**src/frs_pkg.sv**
```systemverilog
// ----------------------------------------------------------------------------
// frs_pkg
// shared types, codes and defaults of the flash request sequencer
// ----------------------------------------------------------------------------
package frs_pkg;

  localparam int unsigned PAGE_BYTES        = 256;
  localparam int unsigned READ_BUF_BYTES    = 4096;
  localparam int unsigned QUEUE_DEPTH       = 2;
  localparam int unsigned FLASH_PAGES_W     = 17;
  localparam logic [16:0] FLASH_PAGES_RESET = 17'd16384;

  localparam int unsigned SEQ_ADDR_W = 26;
  localparam int unsigned SEQ_REM_W  = 27;
  localparam int unsigned SEQ_OFF_W  = 25;

  localparam logic [1:0] CMD_READ  = 2'd0;
  localparam logic [1:0] CMD_WRITE = 2'd1;
  localparam logic [1:0] CMD_ERASE = 2'd2;
  localparam logic [1:0] CMD_NEXT  = 2'd3;

  localparam logic [2:0] OP_READ      = 3'd0;
  localparam logic [2:0] OP_PROGRAM   = 3'd1;
  localparam logic [2:0] OP_ERASE_4K  = 3'd2;
  localparam logic [2:0] OP_ERASE_16K = 3'd3;
  localparam logic [2:0] OP_ERASE_32K = 3'd4;
  localparam logic [2:0] OP_CHIP      = 3'd5;

  localparam logic [1:0] JOB_EMIT  = 2'd0;
  localparam logic [1:0] JOB_WRITE = 2'd1;
  localparam logic [1:0] JOB_ERASE = 2'd2;
  localparam logic [1:0] JOB_NEXT  = 2'd3;

  typedef struct packed {
    logic [1:0]  command;
    logic [23:0] start_addr;
    logic [24:0] req_bytes;
  } in_item_t;

  typedef struct packed {
    logic [2:0]  op_kind;
    logic [23:0] flash_address;
    logic [16:0] length;
    logic [24:0] buffer_offset;
    logic [16:0] fill_words;
    logic        status;
    logic        last;
  } out_item_t;

  typedef struct packed {
    logic [1:0]           kind;
    out_item_t            result;
    logic [23:0]          addr;
    logic [SEQ_REM_W-1:0] count;
  } job_t;

endpackage

```
**src/frs_fifo.sv**
```systemverilog
// ----------------------------------------------------------------------------
// frs_fifo
// small first-in first-out queue with full and empty flags
// ----------------------------------------------------------------------------
module frs_fifo #(
  parameter type         item_t = logic,
  parameter int unsigned Depth  = 2
) (
  input  logic  clk_i,
  input  logic  rst_ni,
  input  logic  push_i,
  input  item_t item_i,
  output logic  full_o,
  input  logic  pop_i,
  output item_t item_o,
  output logic  empty_o
);

  localparam int unsigned PtrW = (Depth > 1) ? $clog2(Depth) : 1;
  localparam int unsigned CntW = $clog2(Depth + 1);

  item_t           mem_q [Depth];
  logic [PtrW-1:0] wr_ptr_q, wr_ptr_d;
  logic [PtrW-1:0] rd_ptr_q, rd_ptr_d;
  logic [CntW-1:0] cnt_q, cnt_d;
  logic            do_push, do_pop;

  assign full_o  = (cnt_q == CntW'(Depth));
  assign empty_o = (cnt_q == '0);
  assign do_push = push_i && !full_o;
  assign do_pop  = pop_i && !empty_o;
  assign item_o  = mem_q[rd_ptr_q];

  always_comb begin
    wr_ptr_d = wr_ptr_q;
    rd_ptr_d = rd_ptr_q;
    cnt_d    = cnt_q;
    if (do_push) begin
      wr_ptr_d = (wr_ptr_q == PtrW'(Depth - 1)) ? '0 : wr_ptr_q + 1'b1;
    end
    if (do_pop) begin
      rd_ptr_d = (rd_ptr_q == PtrW'(Depth - 1)) ? '0 : rd_ptr_q + 1'b1;
    end
    if (do_push && !do_pop) begin
      cnt_d = cnt_q + 1'b1;
    end else if (do_pop && !do_push) begin
      cnt_d = cnt_q - 1'b1;
    end
  end

  always_ff @(posedge clk_i or negedge rst_ni) begin
    if (!rst_ni) begin
      wr_ptr_q <= '0;
      rd_ptr_q <= '0;
      cnt_q    <= '0;
    end else begin
      wr_ptr_q <= wr_ptr_d;
      rd_ptr_q <= rd_ptr_d;
      cnt_q    <= cnt_d;
    end
  end

  always_ff @(posedge clk_i) begin
    if (do_push) begin
      mem_q[wr_ptr_q] <= item_i;
    end
  end

endmodule

```
**src/frs_front.sv**
```systemverilog
// ----------------------------------------------------------------------------
// frs_front
// classifies requests; plans reads and chip erases, prepares write and erase
// ----------------------------------------------------------------------------
module frs_front #(
  parameter int unsigned PageBytes = frs_pkg::PAGE_BYTES
) (
  input  frs_pkg::in_item_t item_i,
  input  logic [16:0]       flash_pages_i,
  output frs_pkg::job_t     job_o
);
  import frs_pkg::*;

  localparam int unsigned PageLog2 = $clog2(PageBytes);
  localparam int unsigned FbW      = FLASH_PAGES_W + PageLog2;
  localparam int unsigned CmpW     = ((FbW > 25) ? FbW : 25) + 1;

  logic [CmpW-1:0] fb;
  logic [CmpW-1:0] fwords;
  logic [CmpW-1:0] waddr;
  logic [CmpW-1:0] words;
  logic [CmpW-1:0] got;
  logic [CmpW-1:0] fill;
  logic [25:0]     words_sum;
  logic [1:0]      pad;
  logic            oversized;

  assign fb        = CmpW'(flash_pages_i) << PageLog2;
  assign fwords    = fb >> 2;
  assign pad       = item_i.start_addr[1:0];
  assign waddr     = CmpW'(item_i.start_addr[23:2]);
  assign words_sum = 26'(item_i.req_bytes) + 26'(pad) + 26'd3;
  assign words     = CmpW'(words_sum[25:2]);
  assign oversized = (item_i.req_bytes > 25'(READ_BUF_BYTES));

  always_comb begin
    got  = words;
    fill = '0;
    if (waddr + words > fwords) begin
      got  = (waddr <= fwords) ? fwords - waddr : '0;
      fill = words - got;
    end
  end

  always_comb begin
    job_o        = '0;
    job_o.addr   = item_i.start_addr;
    job_o.count  = SEQ_REM_W'(item_i.req_bytes);
    case (item_i.command)
      CMD_READ: begin
        job_o.kind                 = JOB_EMIT;
        job_o.result.op_kind       = OP_READ;
        job_o.result.flash_address = {2'b00, item_i.start_addr[23:2]};
        job_o.result.buffer_offset = 25'(pad);
        job_o.result.last          = 1'b1;
        if (oversized) begin
          job_o.result.status = 1'b1;
        end else begin
          job_o.result.length     = got[16:0];
          job_o.result.fill_words = fill[16:0];
        end
      end
      CMD_WRITE: begin
        job_o.kind = JOB_WRITE;
      end
      CMD_ERASE: begin
        if (item_i.start_addr == '0 && CmpW'(item_i.req_bytes) >= fb) begin
          job_o.kind           = JOB_EMIT;
          job_o.result.op_kind = OP_CHIP;
          job_o.result.last    = 1'b1;
        end else begin
          job_o.kind  = JOB_ERASE;
          job_o.addr  = {item_i.start_addr[23:12], 12'd0};
          job_o.count = SEQ_REM_W'(item_i.req_bytes)
                      + SEQ_REM_W'(item_i.start_addr[11:0]);
        end
      end
      default: begin
        job_o.kind = JOB_NEXT;
      end
    endcase
  end

endmodule

```
**src/frs_back.sv**
```systemverilog
// ----------------------------------------------------------------------------
// frs_back
// steps write and erase sequences and emits at most one operation per job
// ----------------------------------------------------------------------------
module frs_back #(
  parameter int unsigned PageBytes = frs_pkg::PAGE_BYTES
) (
  input  logic               clk_i,
  input  logic               rst_ni,
  input  frs_pkg::job_t      job_i,
  input  logic               job_valid_i,
  output logic               job_pop_o,
  input  logic               res_full_i,
  output logic               res_push_o,
  output frs_pkg::out_item_t res_o,
  input  logic [16:0]        flash_pages_i
);
  import frs_pkg::*;

  localparam int unsigned PageLog2 = $clog2(PageBytes);
  localparam int unsigned FbW      = FLASH_PAGES_W + PageLog2;
  localparam int unsigned CmpW     = (FbW > SEQ_ADDR_W) ? FbW : SEQ_ADDR_W;

  localparam logic [1:0] MODE_IDLE  = 2'd0;
  localparam logic [1:0] MODE_WRITE = 2'd1;
  localparam logic [1:0] MODE_ERASE = 2'd2;

  logic [1:0]            mode_q, mode_d;
  logic [SEQ_ADDR_W-1:0] addr_q, addr_d;
  logic [SEQ_REM_W-1:0]  rem_q, rem_d;
  logic [SEQ_OFF_W-1:0]  off_q, off_d;

  logic [SEQ_ADDR_W-1:0] cur_addr;
  logic [SEQ_REM_W-1:0]  cur_rem;
  logic [SEQ_OFF_W-1:0]  cur_off;
  logic                  do_wr, do_er, emit, fire;
  logic [CmpW-1:0]       fb;
  logic [PageLog2:0]     room, n;
  logic [SEQ_ADDR_W-1:0] wr_addr;
  logic [SEQ_REM_W-1:0]  wr_rem;
  logic                  wr_last;
  logic [SEQ_REM_W-1:0]  er_size;
  logic [2:0]            er_kind;
  logic [SEQ_ADDR_W-1:0] er_index;

  assign fb   = CmpW'(flash_pages_i) << PageLog2;
  assign fire = job_valid_i && !res_full_i;

  always_comb begin
    emit     = 1'b0;
    res_o    = '0;
    mode_d   = mode_q;
    addr_d   = addr_q;
    rem_d    = rem_q;
    off_d    = off_q;
    cur_addr = addr_q;
    cur_rem  = rem_q;
    cur_off  = off_q;
    do_wr    = 1'b0;
    do_er    = 1'b0;
    case (job_i.kind)
      JOB_EMIT: begin
        emit   = 1'b1;
        res_o  = job_i.result;
        mode_d = MODE_IDLE;
      end
      JOB_WRITE: begin
        cur_addr = SEQ_ADDR_W'(job_i.addr);
        cur_rem  = job_i.count;
        cur_off  = '0;
        do_wr    = 1'b1;
      end
      JOB_ERASE: begin
        cur_addr = SEQ_ADDR_W'(job_i.addr);
        cur_rem  = job_i.count;
        cur_off  = '0;
        do_er    = 1'b1;
      end
      JOB_NEXT: begin
        do_wr = (mode_q == MODE_WRITE);
        do_er = (mode_q == MODE_ERASE);
      end
      default: ;
    endcase

    // page program step
    room    = (PageLog2 + 1)'(PageBytes) - {1'b0, cur_addr[PageLog2-1:0]};
    n       = (cur_rem < SEQ_REM_W'(room)) ? cur_rem[PageLog2:0] : room;
    wr_addr = cur_addr + SEQ_ADDR_W'(n);
    wr_rem  = cur_rem - SEQ_REM_W'(n);
    wr_last = (wr_rem == '0) || (CmpW'(wr_addr) >= fb);

    // erase step, largest aligned block first
    if (cur_addr[14:0] == '0 && cur_rem >= SEQ_REM_W'(32768)) begin
      er_size  = SEQ_REM_W'(32768);
      er_kind  = OP_ERASE_32K;
      er_index = cur_addr >> 15;
    end else if (cur_addr[13:0] == '0 && cur_rem >= SEQ_REM_W'(16384)) begin
      er_size  = SEQ_REM_W'(16384);
      er_kind  = OP_ERASE_16K;
      er_index = cur_addr >> 14;
    end else begin
      er_size  = SEQ_REM_W'(4096);
      er_kind  = OP_ERASE_4K;
      er_index = cur_addr >> 12;
    end

    if (do_wr) begin
      if (cur_rem == '0 || CmpW'(cur_addr) >= fb) begin
        mode_d = MODE_IDLE;
      end else begin
        emit                = 1'b1;
        res_o.op_kind       = OP_PROGRAM;
        res_o.flash_address = cur_addr[23:0];
        res_o.length        = 17'(n);
        res_o.buffer_offset = cur_off;
        res_o.last          = wr_last;
        addr_d              = wr_addr;
        rem_d               = wr_rem;
        off_d               = cur_off + SEQ_OFF_W'(n);
        mode_d              = wr_last ? MODE_IDLE : MODE_WRITE;
      end
    end

    if (do_er) begin
      if (cur_rem == '0) begin
        mode_d = MODE_IDLE;
      end else begin
        emit                = 1'b1;
        res_o.op_kind       = er_kind;
        res_o.flash_address = er_index[23:0];
        addr_d              = cur_addr + SEQ_ADDR_W'(er_size);
        if (cur_rem <= er_size) begin
          rem_d      = '0;
          res_o.last = 1'b1;
          mode_d     = MODE_IDLE;
        end else begin
          rem_d  = cur_rem - er_size;
          mode_d = MODE_ERASE;
        end
      end
    end
  end

  assign job_pop_o  = fire;
  assign res_push_o = fire && emit;

  always_ff @(posedge clk_i or negedge rst_ni) begin
    if (!rst_ni) begin
      mode_q <= MODE_IDLE;
      addr_q <= '0;
      rem_q  <= '0;
      off_q  <= '0;
    end else if (fire) begin
      mode_q <= mode_d;
      addr_q <= addr_d;
      rem_q  <= rem_d;
      off_q  <= off_d;
    end
  end

endmodule

```
**src/flash_request_sequencer.sv**
```systemverilog
// ----------------------------------------------------------------------------
// flash_request_sequencer
// plans serial flash operations for read, write and erase requests
// ----------------------------------------------------------------------------
// input queue: push an item while full is low; commands are read, write,
//   erase and next step. a read or a chip erase gives one result at once,
//   a write or erase gives its first operation, each next step one more
//   until a result with last set; a new request drops the one in progress
// result queue: the oldest result sits on out_item_o while empty is low
//   and leaves at an edge with pop high
// config channel: cfg_data_i sets the flash size in pages, taken whenever
//   cfg_valid_i is high; cfg_ready_o is always high
// path: an item is held in the job queue, the back end turns it into a result
//   in the result queue, from which it can leave
// throughput: one item per cycle while the result queue is not full; full
//   rises only when both queues have filled because pop is low
// reset: both queues empty, no sequence running, flash size 16384 pages
// ----------------------------------------------------------------------------
module flash_request_sequencer #(
  parameter int unsigned PageBytes  = frs_pkg::PAGE_BYTES,
  parameter int unsigned QueueDepth = frs_pkg::QUEUE_DEPTH
) (
  input  logic               clk_i,
  input  logic               rst_ni,
  input  logic               push,
  input  frs_pkg::in_item_t  in_item_i,
  output logic               full,
  output logic               empty,
  input  logic               pop,
  output frs_pkg::out_item_t out_item_o,
  input  logic               cfg_valid_i,
  output logic               cfg_ready_o,
  input  logic [16:0]        cfg_data_i
);
  import frs_pkg::*;

  logic [16:0] flash_pages_q;
  job_t        job_in, job_out;
  logic        job_empty, job_pop;
  logic        res_full, res_push;
  out_item_t   res;

  assign cfg_ready_o = 1'b1;

  always_ff @(posedge clk_i or negedge rst_ni) begin
    if (!rst_ni) begin
      flash_pages_q <= FLASH_PAGES_RESET;
    end else if (cfg_valid_i && cfg_ready_o) begin
      flash_pages_q <= cfg_data_i;
    end
  end

  frs_front #(
    .PageBytes(PageBytes)
  ) u_front (
    .item_i       (in_item_i),
    .flash_pages_i(flash_pages_q),
    .job_o        (job_in)
  );

  frs_fifo #(
    .item_t(job_t),
    .Depth (QueueDepth)
  ) u_job_fifo (
    .clk_i  (clk_i),
    .rst_ni (rst_ni),
    .push_i (push),
    .item_i (job_in),
    .full_o (full),
    .pop_i  (job_pop),
    .item_o (job_out),
    .empty_o(job_empty)
  );

  frs_back #(
    .PageBytes(PageBytes)
  ) u_back (
    .clk_i        (clk_i),
    .rst_ni       (rst_ni),
    .job_i        (job_out),
    .job_valid_i  (!job_empty),
    .job_pop_o    (job_pop),
    .res_full_i   (res_full),
    .res_push_o   (res_push),
    .res_o        (res),
    .flash_pages_i(flash_pages_q)
  );

  frs_fifo #(
    .item_t(out_item_t),
    .Depth (QueueDepth)
  ) u_res_fifo (
    .clk_i  (clk_i),
    .rst_ni (rst_ni),
    .push_i (res_push),
    .item_i (res),
    .full_o (res_full),
    .pop_i  (pop),
    .item_o (out_item_o),
    .empty_o(empty)
  );

endmodule

```
**config.mk**
```make
export PLATFORM = sky130hd
export DESIGN_NAME = flash_request_sequencer
export DESIGN_NICKNAME = d
export VERILOG_FILES = /design/src/frs_pkg.sv /design/src/frs_fifo.sv /design/src/frs_front.sv /design/src/frs_back.sv /design/src/flash_request_sequencer.sv
export SDC_FILE = /design/constraint.sdc
export NUM_CORES = 1
export LEC_CHECK = 0
export BUFFER_PORTS_ARGS = -buffer_cell sky130_fd_sc_hd__buf_2
export CORE_ASPECT_RATIO = 0.8
export CORE_MARGIN = 2
export CORE_UTILIZATION = 48
export DETAILED_ROUTE_END_ITERATION = 8
export PLACE_DENSITY_LB_ADDON = 0.2
export SYNTH_ARGS = -nofsm -noshare
export SYNTH_HDL_FRONTEND = slang
export SYNTH_SLANG_ARGS = --single-unit
```
**constraint.sdc**
```tcl
create_clock -name clk_i -period 12.6 [get_ports clk_i]
set_input_delay 0.63 -clock clk_i [delete_from_list [all_inputs] [get_ports clk_i]]
set_output_delay 0.63 -clock clk_i [all_outputs]
set_load 0.05 [all_outputs]
```
==> results of run 1 <==
logic make-up after synthesis:
kind of cell / share of synthesized area
AND/OR/NAND/NOR: 0.126
AO/OA/AOI/OAI: 0.134
flip-flops: 0.490
buffers and inverters: 0.0350
multiplexers: 0.0810
adder cells (fa/ha/maj): 0.0840
XOR/XNOR: 0.0495
other: 0.000125
metal layers:
layer | up-vias | global-route usage | part of all wire | wire length [microns]
li1 | 10424 | - | - | -
met1 | 11173 | 0.410 | 0.44 | 41000
met2 | 1074 | 0.427 | 0.43 | 40400
met3 | 135 | 0.0724 | 0.10 | 9510
met4 | 0 | 0.0792 | 0.025 | 2360
met5 | - | 0 | 0 | 0
final cells by class:
class	count	share of cell area
Sequential cell	507	0.439
Clock buffer	65	0.0418
Inverter	150	0.0168
Clock inverter	34	0.0105
Timing Repair Buffer	202	0.0334
Multi-Input combinational cell	1989	0.427
Tap cell	830	0.0310
sequential cells by signal, summed over array words and instances (netlist names):
register,cells
u_res_fifo.cnt_q,2
u_job_fifo.rd_ptr_q,1
u_res_fifo.rd_ptr_q,1
u_back.mode_q,2
u_back.rem_q,27
u_job_fifo.mem_q,226
u_res_fifo.wr_ptr_q,1
flash_pages_q,17
u_back.off_q,25
u_job_fifo.wr_ptr_q,1
u_res_fifo.mem_q,176
u_back.addr_q,26
u_job_fifo.cnt_q,2
placed cells by master (no fill, tap or decap), types with 49 or more instances in the layout:
| master | Yosys | layout |
|---|---|---|
| sky130_fd_sc_hd__a21oi_1 | 198 | 197 |
| sky130_fd_sc_hd__xor2_1 | 49 | 49 |
| sky130_fd_sc_hd__xnor2_1 | 118 | 118 |
| sky130_fd_sc_hd__o21ai_0 | 133 | 133 |
| sky130_fd_sc_hd__inv_1 | 146 | 146 |
| sky130_fd_sc_hd__dfrtp_1 | 104 | 102 |
| sky130_fd_sc_hd__nor3_1 | 63 | 63 |
| sky130_fd_sc_hd__mux2i_1 | 79 | 79 |
| sky130_fd_sc_hd__a21o_1 | 49 | 49 |
| sky130_fd_sc_hd__clkbuf_16 | 0 | 53 |
| sky130_fd_sc_hd__mux2_2 | 135 | 135 |
| sky130_fd_sc_hd__nor2b_1 | 62 | 62 |
| sky130_fd_sc_hd__buf_2 | 6 | 161 |
| sky130_fd_sc_hd__edfxtp_1 | 402 | 402 |
| sky130_fd_sc_hd__nand3_1 | 66 | 66 |
| sky130_fd_sc_hd__ha_1 | 192 | 191 |
| sky130_fd_sc_hd__nor2_1 | 200 | 196 |
| sky130_fd_sc_hd__nand2_1 | 197 | 197 |
worst max-delay path: cells and delay by family (launching register included):
kind / cells / cell delay, ns
mux: 2 / 0.83
buf+inv: 3 / 0.96
compound gates: 13 / 3.49
xor+xnor: 1 / 0.23
simple gates: 10 / 2.76
flops: 1 / 0.56
fa+ha+maj: 4 / 1.33
worst max path at each step:
stage | end | slack, ns
floorplan | u_res_fifo.mem_q[0][0]$_DFFE_PP_ | 1.0
global placement | u_res_fifo.mem_q[0][0]$_DFFE_PP_ | 2.57
detailed placement | u_res_fifo.mem_q[1][0]$_DFFE_PP_ | 2.41
CTS | u_res_fifo.mem_q[1][0]$_DFFE_PP_ | 2.35
global route | u_res_fifo.mem_q[0][0]$_DFFE_PP_ | 1.55
finish | u_res_fifo.mem_q[1][0]$_DFFE_PP_ | 2.15
stage by stage:
step	std cells	hold WS, ns	setup WS (ns)	area, sq um
3_3_place_gp	3677	0.462	2.57	31700
3_5_place_dp	3677	0.471	2.41	31700
5_1_grt	3777	0.0522	1.55	33500
2_1_floorplan	2763	0.334	0.999	30000
6_report	3777	0.0136	2.15	33500
4_1_cts	3776	0.0302	2.35	33500
==> out/metrics.cfg, run 1 <==
[logic_synthesis]
ys_ff_latch = 507
synth.most_common_cell = sky130_fd_sc_hd__edfxtp_1
synthesis.nets = 3034
yosysWarningCount = 0
synth_top_cells_by_count = 402 x sky130_fd_sc_hd__edfxtp_1, 200 x sky130_fd_sc_hd__nor2_1, 198 x sky130_fd_sc_hd__a21oi_1, 197 x sky130_fd_sc_hd__nand2_1, 192 x sky130_fd_sc_hd__ha_1
synth.top_cells.by_area = sky130_fd_sc_hd__edfxtp_1 40%, sky130_fd_sc_hd__dfrtp_1 8.7%, sky130_fd_sc_hd__ha_1 8.0%, sky130_fd_sc_hd__mux2_2 5.1%, sky130_fd_sc_hd__xnor2_1 3.4%
post_synthesis_instance_total = 2763
synth-edff-count = 402
synth_largest_area_cell = sky130_fd_sc_hd__edfxtp_1
synth-main-ff-cell = sky130_fd_sc_hd__edfxtp_1
syn-cell-area_sq_um = 30000
synthesis.area_per_instance_sq_um = 10.9
netlist.area_leader.share = 0.402
synth_seq_area_share = 0.490
unique_cell_type_count_in_the_yosys_netlist = 91
postSynth.asyncResetShare = 0.207

[sta]
rsz0062_at_grt = no
maxSlewViolCount = 0
timing.slew.headroom = 0.226
max_freq_mhz = 95.7
hold_viol_final = 0
final.period_utilization = 0.830
tightestPinTransition_ns = 1.15
finalSetupViolations = 0
final_worst_clock_skew_ns = 0.0312
finalWorstPathRequiredPeriod_ns = 10.45
setup-tns-final_ns = 0

[die]
die_width_microns = 284
floorplan.die_area_sq_um = 64600
fp-row-count = 81
initial_utilization = 0.488
core_area_sq_um = 61500
die_h_microns = 228
top_level_ports = 164

[global_route]
first_global_vias = 21900
grt_start_max_net_pins = 73
global_route.usage.total = 0.285
grt_first_pass_wirelength_mm = 138
grt_antenna_before_repair = 1
overflow = 0

[worst_setup_path]
worst-endpoint-required_ns = 12.97
startpoint_type = flip-flop
critical_path.reg2reg.endpoint = u_res_fifo.mem_q[1][0]$_DFFE_PP_
critical_path.max_fanout = 65
timing.critical_path.arrival_ns = 10.82
r2r_setup_slack_ns = 2.15
path_class = reg2reg
critical_path_s_slowest_cell = sky130_fd_sc_hd__buf_4
critPathCaptureType = flip-flop
critical-path-max-stage-delay_ns = 0.77
startpoint_of_the_most_critical_setup_path = u_job_fifo.rd_ptr_q$_DFFE_PN0P_
worst-r2r-cell-count = 33
r2r_start = u_job_fifo.rd_ptr_q$_DFFE_PN0P_

[placed_design]
post-dp-hpwl_mm = 68.0
portBuffers = 162
final_estimated_routing_congestion_in_global_placement = 0.992

[cells_and_area]
layout-drive-gt1-share = 0.164
area_delta_synth_final_pct = 11.6
insertedDiodeCount = 0
regArea_sq_um = 14700
multi_input_area_sq_um = 14300
layout.nets = 3174
postLayoutCoreUtil = 0.544
fillCellCount = 5370

[cts]
total_number_of_clock_tree_sinks = 507
clkSlewWorstSetupHoldPaths_ns = 0.07
ctsResizeCount = 0
number_of_buffers_inserted_during_clock_tree_synthesis = 53
clk_path_buf_depth = 3
tritoncts_clock_tree = done
cts_post_setup_buffers_inserted = 0
cts.hold.buffers_added = 0
cts_htree_levels = 2
clock_tree.root_cell = sky130_fd_sc_hd__clkbuf_16
clock_insertion_delay_worst_skew_ns = 0.63

[detailed_routing]
drt-vias-per-instance = 6.04
routed_wire_length_per_instance_microns = 24.7
drt_wl_total_mm = 93.2
drt_drc_violations_left = 0
first_iter_violations = 2796
vias = 22806
firstDrtPassIters = 7
antenna_left = 0

[flow_run]
max_cap_violations = 0

[hold_path]
min-delay-path-class = in2async

[outcome]
outcome = complete, no violations

Power of run 1 is not shown: default switching activity piles up to over one toggle a cycle in this logic, so the estimate is an artifact.
==> run 2: changes to the inputs <==
==> constraint.sdc (replaced) <==
create_clock -name clk_i -period 10.2 [get_ports clk_i]
set_input_delay 0.51 -clock clk_i [delete_from_list [all_inputs] [get_ports clk_i]]
set_output_delay 0.51 -clock clk_i [all_outputs]
set_load 0.05 [all_outputs]
==> out/metrics.cfg, run 2 (synthesized netlist as in run 1, its figures left out) <==
[die]
die_h_microns = 228  ; unchanged
floorplan.die_area_sq_um = 64600  ; unchanged
initial_utilization = 0.488  ; unchanged
die_width_microns = 284  ; unchanged
core_area_sq_um = 61500  ; unchanged
fp-row-count = 81  ; unchanged
top_level_ports = 164  ; unchanged

[global_route]
grt_antenna_before_repair = 2  ; +1
overflow = 0  ; unchanged
grtUsageMet3 = 0.0458  ; -0.0265
grtUsageMet1 = 0.428  ; +0.0180
first_global_vias = 21708  ; -0.88%
global_route.peak_usage_layer = met1
grt_first_pass_wirelength_mm = 137  ; -0.46%
grt_start_max_net_pins = 107  ; +47%
gr-usage-met2 = 0.420  ; -0.00719
global_route.usage.total = 0.282  ; -0.00266

[cells_and_area]
registers.top_by_ff_count = u_job_fifo.mem_q
layout_common_cells = 402 x sky130_fd_sc_hd__edfxtp_1, 198 x sky130_fd_sc_hd__a21oi_1, 197 x sky130_fd_sc_hd__nand2_1, 196 x sky130_fd_sc_hd__nor2_1, 191 x sky130_fd_sc_hd__ha_1
regArea_sq_um = 14700  ; unchanged
largest_reg_flops = 226  ; unchanged
layout-drive-gt1-share = 0.165  ; +0.000853
biggest_registers_after_layout = u_job_fifo.mem_q (226), u_res_fifo.mem_q (176), u_back.rem_q (27)
layout_commonest_cell = sky130_fd_sc_hd__edfxtp_1
fillCellCount = 5380  ; +0.19%
postLayoutCoreUtil = 0.546  ; +0.00201
layout.cell_area.non_filler_sq_um = 33600  ; +0.37%
multi_input_area_sq_um = 14300  ; about the same
area_delta_synth_final_pct = 12.0
layout.nets = 3184  ; +0.32%

[flow_run]
max_cap_violations = 0  ; unchanged

[cts]
number_of_buffers_inserted_during_clock_tree_synthesis = 51  ; -3.8%
clkSlewWorstSetupHoldPaths_ns = 0.06  ; about the same
cts.hold.buffers_added = 0  ; unchanged
clock_tree.root_cell = sky130_fd_sc_hd__clkbuf_16
total_number_of_clock_tree_sinks = 507  ; unchanged
clk_path_buf_depth = 3  ; unchanged
tritoncts_clock_tree = done
clock_insertion_delay_worst_skew_ns = 0.63  ; about the same
cts_htree_levels = 2  ; unchanged

[detailed_routing]
vias = 22709  ; -0.43%
firstDrtPassIters = 8  ; +1
drt-vias-per-instance = 6.00  ; -0.69%
drt_drc_violations_left = 0  ; unchanged
routed_wire_length_per_instance_microns = 24.2  ; -2.0%
drt_wl_total_mm = 91.6  ; -1.7%
antenna_left = 0  ; unchanged
first_iter_violations = 2439  ; -13%

[worst_setup_path]
path_class = reg2reg
startpoint_type = flip-flop
critical_path.reg2reg.endpoint = u_res_fifo.mem_q[0][0]$_DFFE_PP_
timing.critical_path.arrival_ns = 10.02  ; -0.80 ns
r2r_setup_slack_ns = 0.54  ; -1.60 ns
worst-r2r-cell-count = 30  ; -9.1%
critical_path.endpoint = u_res_fifo.mem_q[0][0]$_DFFE_PP_
critical-path-max-stage-delay_ns = 0.73  ; -0.04 ns
worst-endpoint-required_ns = 10.57  ; -2.40 ns
critical_path_s_slowest_cell = sky130_fd_sc_hd__a2111oi_1
critPathCaptureType = flip-flop
r2r_start = u_job_fifo.rd_ptr_q$_DFFE_PN0P_
startpoint_of_the_most_critical_setup_path = u_job_fifo.rd_ptr_q$_DFFE_PN0P_
critical_path.max_fanout = 38  ; -42%

[sta]
finalSetupViolations = 0  ; unchanged
finalWorstPathRequiredPeriod_ns = 9.66  ; -0.795 ns
rsz0062_at_grt = no
maxSlewViolCount = 0  ; unchanged
max_freq_mhz = 104  ; +8.2%
timing.slew.headroom = 0.188  ; -0.0383
final.period_utilization = 0.947  ; +0.117
final_worst_clock_skew_ns = 0.0259  ; -0.00531 ns
final.hold.worst_slack_ns = 0.0253  ; +0.0117 ns
hold_viol_final = 0  ; unchanged
tightestPinTransition_ns = 1.22  ; +0.0666 ns
post-route-worst-setup-slack_ns = 0.543  ; -1.60 ns

[placed_design]
detailed_place.area_sq_um = 31800  ; +0.37%
portBuffers = 162  ; unchanged
post-dp-hpwl_mm = 67.7  ; -0.46%
final_estimated_routing_congestion_in_global_placement = 0.955  ; -3.7%
place_ws_ns = 0.534  ; -1.88 ns

[hold_path]
min-delay-path-class = in2async

[outcome]
outcome = complete, no violations

## run 2: cell count changes in the layout (fill, tap and decap cells not counted), sizes merged
cell,delta
buf,+12
bufinv,+3
clkinv,-2
inv,-2
clkbuf,-1
clkinvlp,-1
diode,+1
## run 2: worst min-delay path by stage
stage	cells past startpoint	to
after detailed placement	2	u_back.rem_q[3]$_DFFE_PN0P_
after floorplan	0	flash_pages_q[0]$_DFFE_PN0P_
after CTS	3	flash_pages_q[14]$_DFFE_PN1P_
after global routing	1	u_back.rem_q[9]$_DFFE_PN0P_
after global placement	2	u_back.rem_q[6]$_DFFE_PN0P_
final	1	u_back.rem_q[9]$_DFFE_PN0P_
## run 2: worst max-delay path, delay by kind of cell (launching register included)
kind	cells	cell delay, ns
AOI/OAI and AO/OA	13	3.41
xor gates and xnor gates	1	0.26
adders and majority gates	4	1.35
buffers and inverters	2	0.17
DFF	1	0.52
muxes	2	0.76
and+or+nand+nor	8	2.90
## run 2: layer usage
metal	vias up	part of all wire
met2	932	0.42
met5	-	0
met1	11178	0.47
li1	10473	-
met4	0	0.024
met3	126	0.079
## run 2: metrics by stage
step / setup TNS (ns) / instances
after floorplan: -73.85 / 2763
after CTS: 0 / 3786
after global routing: 0 / 3787
final: 0 / 3787
after global placement: 0 / 3690
after detailed placement: 0 / 3690
## run 2: cell type report
cell class / instances / area share
Antenna cell: 1 / 0.0000745
Clock buffer: 64 / 0.0400
Clock inverter: 32 / 0.0125
Inverter: 150 / 0.0168
Multi-Input combinational cell: 1989 / 0.426
Sequential cell: 507 / 0.438
Tap cell: 830 / 0.0309
Timing Repair Buffer: 214 / 0.0363
## run 2: timing repair
action	4_1_cts	5_1_grt
setup endpoints to repair	0	3
buffers inserted	0	0
resized for setup	0	2
Power of run 2 is left out for the same reason.
